## src/rtl/core/epfm_pkg.sv

```systemverilog
package epfm_pkg;

    localparam int unsigned TIME_W    = 64;
    localparam int unsigned CNT_W     = 32;
    localparam int unsigned MUXW_W    = 32;
    localparam int unsigned READ_W    = 40;
    localparam int unsigned SCALE_W   = 30;
    // A 32-bit count times the scale always fits in 62 bits.
    localparam int unsigned NUM_W     = 62;
    localparam int unsigned DIV_CNT_W = 6;
    localparam int unsigned ADDR_W    = 5;
    localparam int unsigned DATA_W    = 32;

    localparam logic [SCALE_W-1:0]   SCALE_MHZ       = 30'd1000000000;
    localparam logic [31:0]          SWITCH_US_RESET = 32'd500000;
    localparam logic [READ_W-1:0]    READ_MAX        = '1;
    localparam logic [DIV_CNT_W-1:0] DIV_LAST        = DIV_CNT_W'(NUM_W - 1);

    typedef enum logic [2:0] {
        OP_EDGES       = 3'd0,
        OP_READ_VOLT   = 3'd1,
        OP_READ_CURR   = 3'd2,
        OP_READ_POWER  = 3'd3,
        OP_READ_ENERGY = 3'd4
    } op_t;

    typedef enum logic [2:0] {
        REG_POWER_EN   = 3'd0,
        REG_MUX_EN     = 3'd1,
        REG_SELECT_EN  = 3'd2,
        REG_CURR_LEVEL = 3'd3,
        REG_SWITCH_US  = 3'd4
    } reg_idx_t;

    typedef enum logic [2:0] {
        ST_IDLE,
        ST_EXEC,
        ST_MUL,
        ST_DIV,
        ST_WRITE
    } state_t;

    typedef struct packed {
        logic load;
        logic exec;
        logic mul;
        logic div_step;
        logic out_load;
    } cmd_t;

    typedef struct packed {
        logic need_div;
        logic div_last;
        logic out_full;
    } sts_t;

    typedef struct packed {
        logic        power_en;
        logic        mux_en;
        logic        select_en;
        logic        curr_level;
        logic [31:0] switch_us;
    } cfg_t;

endpackage

```

## src/rtl/core/epfm_ctrl.sv

```systemverilog
module epfm_ctrl (
    input  logic            clk,
    input  logic            rst_n,
    input  logic            in_valid,
    input  logic            out_ready,
    input  epfm_pkg::sts_t  sts,
    output logic            in_ready,
    output epfm_pkg::cmd_t  cmd
);
    import epfm_pkg::*;

    state_t state_reg;
    state_t state_next;

    always_ff @(posedge clk or negedge rst_n)
    begin
        if (!rst_n)
        begin
            state_reg <= ST_IDLE;
        end
        else
        begin
            state_reg <= state_next;
        end
    end

    always_comb
    begin
        state_next = state_reg;
        cmd        = '0;
        in_ready   = 1'b0;
        unique case (state_reg)
            ST_IDLE:
            begin
                in_ready = 1'b1;
                if (in_valid)
                begin
                    cmd.load   = 1'b1;
                    state_next = ST_EXEC;
                end
            end
            ST_EXEC:
            begin
                cmd.exec   = 1'b1;
                state_next = sts.need_div ? ST_MUL : ST_WRITE;
            end
            ST_MUL:
            begin
                cmd.mul    = 1'b1;
                state_next = ST_DIV;
            end
            ST_DIV:
            begin
                cmd.div_step = 1'b1;
                if (sts.div_last)
                begin
                    state_next = ST_WRITE;
                end
            end
            ST_WRITE:
            begin
                // The output register is free, or is emptied in this cycle.
                if (!sts.out_full || out_ready)
                begin
                    cmd.out_load = 1'b1;
                    state_next   = ST_IDLE;
                end
            end
            default:
            begin
                state_next = ST_IDLE;
            end
        endcase
    end

endmodule

```

## src/rtl/core/epfm_dp.sv

```systemverilog
module epfm_dp (
    input  logic                          clk,
    input  logic                          rst_n,
    input  epfm_pkg::cmd_t                cmd,
    output epfm_pkg::sts_t                sts,
    input  epfm_pkg::cfg_t                cfg,
    input  logic [2:0]                    operation,
    input  logic [epfm_pkg::TIME_W-1:0]   now_us,
    input  logic                          power_edge,
    input  logic                          mux_edge,
    input  logic                          out_ready,
    output logic                          out_valid,
    output logic [epfm_pkg::READ_W-1:0]   reading_mhz,
    output logic [epfm_pkg::TIME_W-1:0]   total_pulses,
    output logic                          select_level,
    output logic                          select_update
);
    import epfm_pkg::*;

    // Captured transaction and the time differences taken against stored edge times.
    op_t                op_reg;
    logic [TIME_W-1:0]  now_reg;
    logic               pe_reg;
    logic               me_reg;
    logic [TIME_W-1:0]  pdiff_reg;
    logic [MUXW_W-1:0]  mdiff_reg;
    logic [TIME_W-1:0]  sdiff_reg;

    // Measurement state.
    logic [TIME_W-1:0]  last_power_reg;
    logic [TIME_W-1:0]  last_mux_reg;
    logic [TIME_W-1:0]  last_switch_reg;
    logic [TIME_W-1:0]  power_sum_reg;
    logic [CNT_W-1:0]   power_cnt_reg;
    logic [TIME_W-1:0]  total_reg;
    logic [TIME_W-1:0]  curr_sum_reg;
    logic [CNT_W-1:0]   curr_cnt_reg;
    logic [TIME_W-1:0]  volt_sum_reg;
    logic [CNT_W-1:0]   volt_cnt_reg;
    logic               meas_curr_reg;
    logic               update_reg;
    logic               has_quot_reg;

    // Divider.
    logic [CNT_W-1:0]     cnt_reg;
    logic [TIME_W-1:0]    den_reg;
    logic [NUM_W-1:0]     num_reg;
    logic [TIME_W-1:0]    rem_reg;
    logic [DIV_CNT_W-1:0] div_cnt_reg;

    // Output register.
    logic               out_valid_reg;
    logic [READ_W-1:0]  reading_out_reg;
    logic [TIME_W-1:0]  total_out_reg;
    logic               level_out_reg;
    logic               update_out_reg;

    logic               is_read;
    logic [CNT_W-1:0]   sel_cnt;
    logic [TIME_W-1:0]  sel_sum;
    logic               power_hit;
    logic               mux_hit;
    logic               switch_due;
    logic [NUM_W-1:0]   product;
    logic [TIME_W:0]    rem_shift;
    logic [TIME_W+1:0]  rem_sub;
    logic               rem_ge;
    logic [TIME_W-1:0]  rem_next;
    logic [NUM_W-1:0]   num_next;
    logic [READ_W-1:0]  reading_next;

    always_comb
    begin
        is_read = 1'b1;
        sel_cnt = '0;
        sel_sum = '0;
        unique case (op_reg)
            OP_READ_VOLT:
            begin
                sel_cnt = volt_cnt_reg;
                sel_sum = volt_sum_reg;
            end
            OP_READ_CURR:
            begin
                sel_cnt = curr_cnt_reg;
                sel_sum = curr_sum_reg;
            end
            OP_READ_POWER:
            begin
                sel_cnt = power_cnt_reg;
                sel_sum = power_sum_reg;
            end
            default:
            begin
                is_read = 1'b0;
            end
        endcase
    end

    assign power_hit  = (op_reg == OP_EDGES) && cfg.power_en && pe_reg;
    assign mux_hit    = (op_reg == OP_EDGES) && cfg.mux_en && me_reg;
    assign switch_due = sdiff_reg > {{(TIME_W-32){1'b0}}, cfg.switch_us};

    assign product   = {{(NUM_W-CNT_W){1'b0}}, cnt_reg} *
                       {{(NUM_W-SCALE_W){1'b0}}, SCALE_MHZ};
    assign rem_shift = {rem_reg, num_reg[NUM_W-1]};
    assign rem_sub   = {1'b0, rem_shift} - {2'b00, den_reg};
    assign rem_ge    = ~rem_sub[TIME_W+1];
    assign rem_next  = rem_ge ? rem_sub[TIME_W-1:0] : rem_shift[TIME_W-1:0];
    assign num_next  = {num_reg[NUM_W-2:0], rem_ge};

    always_comb
    begin
        if (!has_quot_reg)
        begin
            reading_next = '0;
        end
        else if (|num_reg[NUM_W-1:READ_W])
        begin
            reading_next = READ_MAX;
        end
        else
        begin
            reading_next = num_reg[READ_W-1:0];
        end
    end

    assign sts.need_div = is_read && (sel_cnt != '0) && (sel_sum != '0);
    assign sts.div_last = div_cnt_reg == DIV_LAST;
    assign sts.out_full = out_valid_reg;

    always_ff @(posedge clk)
    begin
        if (cmd.load)
        begin
            op_reg    <= op_t'(operation);
            now_reg   <= now_us;
            pe_reg    <= power_edge;
            me_reg    <= mux_edge;
            pdiff_reg <= now_us - last_power_reg;
            mdiff_reg <= MUXW_W'(now_us - last_mux_reg);
            sdiff_reg <= now_us - last_switch_reg;
        end
        if (cmd.exec)
        begin
            cnt_reg <= sel_cnt;
            den_reg <= sel_sum;
        end
        if (cmd.mul)
        begin
            num_reg <= product;
            rem_reg <= '0;
        end
        else if (cmd.div_step)
        begin
            num_reg <= num_next;
            rem_reg <= rem_next;
        end
        if (cmd.out_load)
        begin
            reading_out_reg <= reading_next;
            total_out_reg   <= total_reg;
            level_out_reg   <= meas_curr_reg ? cfg.curr_level : ~cfg.curr_level;
            update_out_reg  <= update_reg;
        end
    end

    always_ff @(posedge clk or negedge rst_n)
    begin
        if (!rst_n)
        begin
            last_power_reg  <= '0;
            last_mux_reg    <= '0;
            last_switch_reg <= '0;
            power_sum_reg   <= '0;
            power_cnt_reg   <= '0;
            total_reg       <= '0;
            curr_sum_reg    <= '0;
            curr_cnt_reg    <= '0;
            volt_sum_reg    <= '0;
            volt_cnt_reg    <= '0;
            meas_curr_reg   <= 1'b1;
            update_reg      <= 1'b0;
            has_quot_reg    <= 1'b0;
            div_cnt_reg     <= '0;
            out_valid_reg   <= 1'b0;
        end
        else
        begin
            if (cmd.exec)
            begin
                update_reg   <= 1'b0;
                has_quot_reg <= sts.need_div;
                if (power_hit)
                begin
                    power_sum_reg  <= power_sum_reg + pdiff_reg;
                    power_cnt_reg  <= power_cnt_reg + CNT_W'(1);
                    total_reg      <= total_reg + TIME_W'(1);
                    last_power_reg <= now_reg;
                end
                if (mux_hit)
                begin
                    if (meas_curr_reg)
                    begin
                        curr_sum_reg <= curr_sum_reg + {{(TIME_W-MUXW_W){1'b0}}, mdiff_reg};
                        curr_cnt_reg <= curr_cnt_reg + CNT_W'(1);
                    end
                    else
                    begin
                        volt_sum_reg <= volt_sum_reg + {{(TIME_W-MUXW_W){1'b0}}, mdiff_reg};
                        volt_cnt_reg <= volt_cnt_reg + CNT_W'(1);
                    end
                    last_mux_reg <= now_reg;
                    if (switch_due)
                    begin
                        last_switch_reg <= now_reg;
                        meas_curr_reg   <= ~meas_curr_reg;
                        update_reg      <= cfg.select_en;
                    end
                end
                // A read clears its channel whether or not a quotient is formed.
                unique case (op_reg)
                    OP_READ_VOLT:
                    begin
                        volt_sum_reg <= '0;
                        volt_cnt_reg <= '0;
                    end
                    OP_READ_CURR:
                    begin
                        curr_sum_reg <= '0;
                        curr_cnt_reg <= '0;
                    end
                    OP_READ_POWER:
                    begin
                        power_sum_reg <= '0;
                        power_cnt_reg <= '0;
                    end
                    default:
                    begin
                    end
                endcase
            end
            if (cmd.mul)
            begin
                div_cnt_reg <= '0;
            end
            else if (cmd.div_step)
            begin
                div_cnt_reg <= div_cnt_reg + DIV_CNT_W'(1);
            end
            if (cmd.out_load)
            begin
                out_valid_reg <= 1'b1;
            end
            else if (out_ready)
            begin
                out_valid_reg <= 1'b0;
            end
        end
    end

    assign out_valid     = out_valid_reg;
    assign reading_mhz   = reading_out_reg;
    assign total_pulses  = total_out_reg;
    assign select_level  = level_out_reg;
    assign select_update = update_out_reg;

endmodule

```

## src/rtl/core/energy_pulse_frequency_meter.sv

```systemverilog
// A transaction that needs no quotient passes from capture through the update state to
// write-back. That covers edges, energy reads, spare codes and reads of an empty channel.
// A voltage, current or power read with a non-zero count and sum also passes the multiply
// state and the restoring divider, which retires one quotient bit per cycle over 62.
// One transaction at a time: a new one is taken only after the last is written back.
// Reset (rst_n low, asynchronous) clears all sums, counts and edge times, selects current
// mode, empties the output register and loads the register defaults.
module energy_pulse_frequency_meter (
    input  logic                          clk,
    input  logic                          rst_n,
    // Configuration port.
    input  logic                          psel,
    input  logic                          penable,
    input  logic                          pwrite,
    input  logic [epfm_pkg::ADDR_W-1:0]   paddr,
    input  logic [epfm_pkg::DATA_W-1:0]   pwdata,
    output logic [epfm_pkg::DATA_W-1:0]   prdata,
    output logic                          pready,
    // Input channel.
    input  logic                          in_valid,
    output logic                          in_ready,
    input  logic [2:0]                    operation,
    input  logic [epfm_pkg::TIME_W-1:0]   now_us,
    input  logic                          power_edge,
    input  logic                          mux_edge,
    // Output channel.
    output logic                          out_valid,
    input  logic                          out_ready,
    output logic [epfm_pkg::READ_W-1:0]   reading_mhz,
    output logic [epfm_pkg::TIME_W-1:0]   total_pulses,
    output logic                          select_level,
    output logic                          select_update
);
    import epfm_pkg::*;

    // The configuration registers live here. Each register sits on a word boundary,
    // so the word index is taken from the address bits above the byte offset. Words
    // beyond the register list read as zero and ignore writes.
    cfg_t     cfg_reg;
    reg_idx_t cfg_idx;
    logic     cfg_wr;
    cmd_t     cmd;
    sts_t     sts;

    assign pready  = 1'b1;
    assign cfg_idx = reg_idx_t'(paddr[ADDR_W-1:2]);
    assign cfg_wr  = psel && penable && pwrite && pready;

    always_ff @(posedge clk or negedge rst_n)
    begin
        if (!rst_n)
        begin
            cfg_reg.power_en   <= 1'b0;
            cfg_reg.mux_en     <= 1'b0;
            cfg_reg.select_en  <= 1'b0;
            cfg_reg.curr_level <= 1'b0;
            cfg_reg.switch_us  <= SWITCH_US_RESET;
        end
        else if (cfg_wr)
        begin
            unique case (cfg_idx)
                REG_POWER_EN:   cfg_reg.power_en   <= pwdata[0];
                REG_MUX_EN:     cfg_reg.mux_en     <= pwdata[0];
                REG_SELECT_EN:  cfg_reg.select_en  <= pwdata[0];
                REG_CURR_LEVEL: cfg_reg.curr_level <= pwdata[0];
                REG_SWITCH_US:  cfg_reg.switch_us  <= pwdata;
                default:
                begin
                end
            endcase
        end
    end

    always_comb
    begin
        prdata = '0;
        unique case (cfg_idx)
            REG_POWER_EN:   prdata[0] = cfg_reg.power_en;
            REG_MUX_EN:     prdata[0] = cfg_reg.mux_en;
            REG_SELECT_EN:  prdata[0] = cfg_reg.select_en;
            REG_CURR_LEVEL: prdata[0] = cfg_reg.curr_level;
            REG_SWITCH_US:  prdata    = cfg_reg.switch_us;
            default:        prdata    = '0;
        endcase
    end

    // The controller sequences each transaction through capture, update, for divided
    // reads multiply and divide, and write-back. It only accepts a new transaction when
    // idle, but the output register lets it take one while the previous result waits.
    epfm_ctrl u_ctrl (
        .clk       (clk),
        .rst_n     (rst_n),
        .in_valid  (in_valid),
        .out_ready (out_ready),
        .sts       (sts),
        .in_ready  (in_ready),
        .cmd       (cmd)
    );

    // The datapath holds the measurement state, forms the scaled count with one
    // multiplier and divides it by the width sum in a bit-serial restoring divider.
    epfm_dp u_dp (
        .clk           (clk),
        .rst_n         (rst_n),
        .cmd           (cmd),
        .sts           (sts),
        .cfg           (cfg_reg),
        .operation     (operation),
        .now_us        (now_us),
        .power_edge    (power_edge),
        .mux_edge      (mux_edge),
        .out_ready     (out_ready),
        .out_valid     (out_valid),
        .reading_mhz   (reading_mhz),
        .total_pulses  (total_pulses),
        .select_level  (select_level),
        .select_update (select_update)
    );

endmodule

```

## config.mk

```make
export PLATFORM = sky130hd
export DESIGN_NAME = energy_pulse_frequency_meter
export DESIGN_NICKNAME = d
export VERILOG_FILES = /design/src/rtl/core/epfm_pkg.sv /design/src/rtl/core/epfm_ctrl.sv /design/src/rtl/core/epfm_dp.sv /design/src/rtl/core/energy_pulse_frequency_meter.sv
export SDC_FILE = /design/constraint.sdc
export NUM_CORES = 2
export LEC_CHECK = 0
export BUFFER_PORTS_ARGS = -buffer_cell sky130_fd_sc_hd__buf_4
export CORE_ASPECT_RATIO = 1.2
export CORE_MARGIN = 2
export CORE_UTILIZATION = 58
export DETAILED_ROUTE_END_ITERATION = 10
export PLACE_DENSITY = 0.88
export SLEW_MARGIN = 20
export SYNTH_ARGS = -nofsm -noshare
export SYNTH_HDL_FRONTEND = slang
export SYNTH_SLANG_ARGS = --single-unit
```

## constraint.sdc

```tcl
create_clock -name clk -period 6.58 [get_ports clk]
set_input_delay 1.316 -clock clk [delete_from_list [all_inputs] [get_ports clk]]
set_output_delay 1.316 -clock clk [all_outputs]
set_load 0.01 [all_outputs]
```

==> results.md <==
* Die height at 404 um
* IO buf count at 250
* Largest net degree at the start of global routing at 154
* Yosys cell types at 101
* Layout area overhead at 13.0%
* Sequential-to-total area share from yosys stat at 38.8%
* Clock Tree Buf Depth at 3
* CP bufs+invs at 7
* CTS H-tree depth at 3
* Via count at 61201
* Post-synthesis register bit count at 1118
* CTS tree: yes
* Antenna Nets Post-Route at 0
* Row cnt at 146
* Post-synth EDFFs at 484
* Worst-Margin Slew at 1.20 ns
* Post-route DRC at 0
* TritonCTS buffer count at 110
* Synthesized instance count at 7970
* Placer's final routability congestion estimate at 0.961
* Syn_nets at 9053
* Core area at 132000 um^2
* CP dominant cell by count: fa_1
* Failing checks: setup timing
* Avg Cell Area, Syn at 9.73 um^2
* Met3 Wirelength at 10300 um
* First-pass GRT wire length at 320000 um
* Peak Freq at 149 MHz
* Vias/cell at 6.01
* Wirelength per Cell at 19.8 um
* Worst-path clk slew at 0.06 ns
* Metal2 WL at 103000 um
* Final Skew at 0.0274 ns
* Vias in the first global route at 62095
* Slowest stage cell, crit path: fa_1
* Fin nets at 9388
* First-pass iteration count of the detailed router at 6
* Root buf cell: clkbuf_16
* Critical path's top delay family: adder cells
* Max FO, Critical Path at 6
* Status: finished, violations left
* Ranking of synthesized cells by area: edfxtp_1, dfrtp_1, ha_1
* Tot GR Track Use at 29.3%
* Fillcell total at 9857
* CP arrival at 7.23 ns
* Synth top area share at 18.8%
* Worst setup path class: register to register
* Setup crit end kind: register
* I/O Pins at 254
* Fin crit period at 6.73 ns
* Die area at 137000 um^2
* Antenna violations before repair at 2
* Post-DP HPWL at 152000 um
* Rel. slew slack at 19.1%
* Final Slew Violations at 0
* WHS at 0.468 ns
* Final wirelength at 202000 um
* DR iter-0 viols at 5353
* WP data required at 7.09 ns
* Overflow left after global routing at 0
* Asr flop ratio synth at 50.2%
* RSZ-0062 raised after global routing: true
* Met1 WL at 76600 um
* Final worst slack at -0.149 ns
* Yosys top cell by area: edfxtp_1
* Synth Cell Area at 77500 um^2
* TritonCTS Sinks at 1118
* Share of layout cells above drive strength 1 at 13.3%
* Yosys warnings at 0
* Final setup viols at 8
* Pre-CTS WS at -0.502 ns
* Slowest stage delay, CP at 0.54 ns
* Fin. Hold Viols at 0
* Die X at 338 um
* Worst skew pair latency at 0.77 ns
* Worst setup SP type: register
* Crit share post-route at 102%
* Initial Utilization at 58.6%
* Synth Flop Type: dfrtp_1
* Top Layer Used: met4
* MaxCap Viol Count at 0
* Worst hold path type: register to register
-- synth_stat cells, types with 73 or more instances --
cell type and n:
a21o_1 237, a21oi_1 458, a22oi_1 101, and3_1 104
clkbuf_1 282, dfrtp_1 553, dfxtp_1 73, edfxtp_1 484
fa_1 319, ha_1 651, inv_1 815, mux2_2 160
nand2_1 679, nand3_1 210, nand4_1 135, nor2_1 573
nor3_1 91, o21a_1 88, o21ai_0 579, xnor2_1 282
xor2_1 263
-- layout make-up --
cell class,instances,area [um^2],share of cell area [%]
Clock inverter,58,553,0.632
Sequential cell,1118,30000,34.3
Multi-Input combinational cell,5725,44100,50.3
Clock buffer,152,3360,3.84
Timing Repair Buffer,535,4250,4.85
Antenna cell,2,5.00,0.00572
Inverter,815,3060,3.49
Tap cell,1776,2220,2.54
-- kinds of logic after synthesis --
logic type,Yosys count,share of synthesized area (%)
compound gates,1924,15.6
xor+xnor,545,6.16
fa+ha+maj,970,18.7
buf+inv,1127,5.50
flops,1118,38.8
mux,168,2.43
other cells,1,0.00484
simple gates,2117,12.8
-- metal layers --
metal / vias up / GRT usage (%)
met2: 2267 / 52.5
met1: 29630 / 33.9
met3: 665 / 3.73
met4: 0 / 15.5
met5: - / 0
li1: 28639 / -
-- path summary, 6_finish.rpt --
| path | cells past startpoint | endpoint | from | slack [ns] |
|---|---|---|---|---|
| setup / recovery | 25 | u_dp.num_reg[58] | u_dp.cnt_reg[3] | -0.15 |
| hold / removal | 0 | u_dp.select_update | u_dp.update_reg | 0.47 |
| setup reg to reg | 25 | u_dp.num_reg[58] | u_dp.cnt_reg[3] | -0.15 |
| hold reg to reg | 0 | u_dp.select_update | u_dp.update_reg | 0.47 |
| max in group asynchronous | 2 | u_dp.total_reg[63] | rst_n | 4.57 |
| min in group asynchronous | 1 | u_dp.last_switch_reg[60] | rst_n | 0.58 |
-- cells in the final DEF, fill, tap and decap left out, drive strengths merged, types with 105 or more instances in the layout --
| cell | netlist | final |
|---|---|---|
| a21o | 237 | 237 |
| a21oi | 459 | 459 |
| and3 | 105 | 105 |
| buf | 30 | 535 |
| clkbuf | 282 | 152 |
| dfrtp | 553 | 553 |
| edfxtp | 484 | 484 |
| fa | 319 | 319 |
| ha | 651 | 651 |
| inv | 815 | 831 |
| mux2 | 160 | 160 |
| nand2 | 681 | 681 |
| nand3 | 212 | 212 |
| nand4 | 137 | 137 |
| nor2 | 575 | 575 |
| o21ai | 585 | 585 |
| xnor2 | 282 | 282 |
| xor2 | 263 | 263 |
-- through the flow --
step	area (um^2)	setup TNS [ns]	cells	util (%)
after detailed placement	82400	-4.65	9919	62.3
after CTS	87100	-0.0149	10163	65.8
after floorplan	77500	0	7970	-
final	87600	-0.518	10181	66.2
after global routing	87600	-2.97	10180	66.2
after global placement	82400	-2.63	9919	62.3
-- repair_timing --
item | 4_1_cts | 5_1_grt
setup endpoints to repair | 18 | 23
hold buffers | 0 | 0
resized for setup | 110 | 78
pin swaps | 97 | 110
setup buffers | 34 | 20
Power is not shown: default switching activity piles up to over one toggle a cycle in this logic, so the estimate is an artifact.
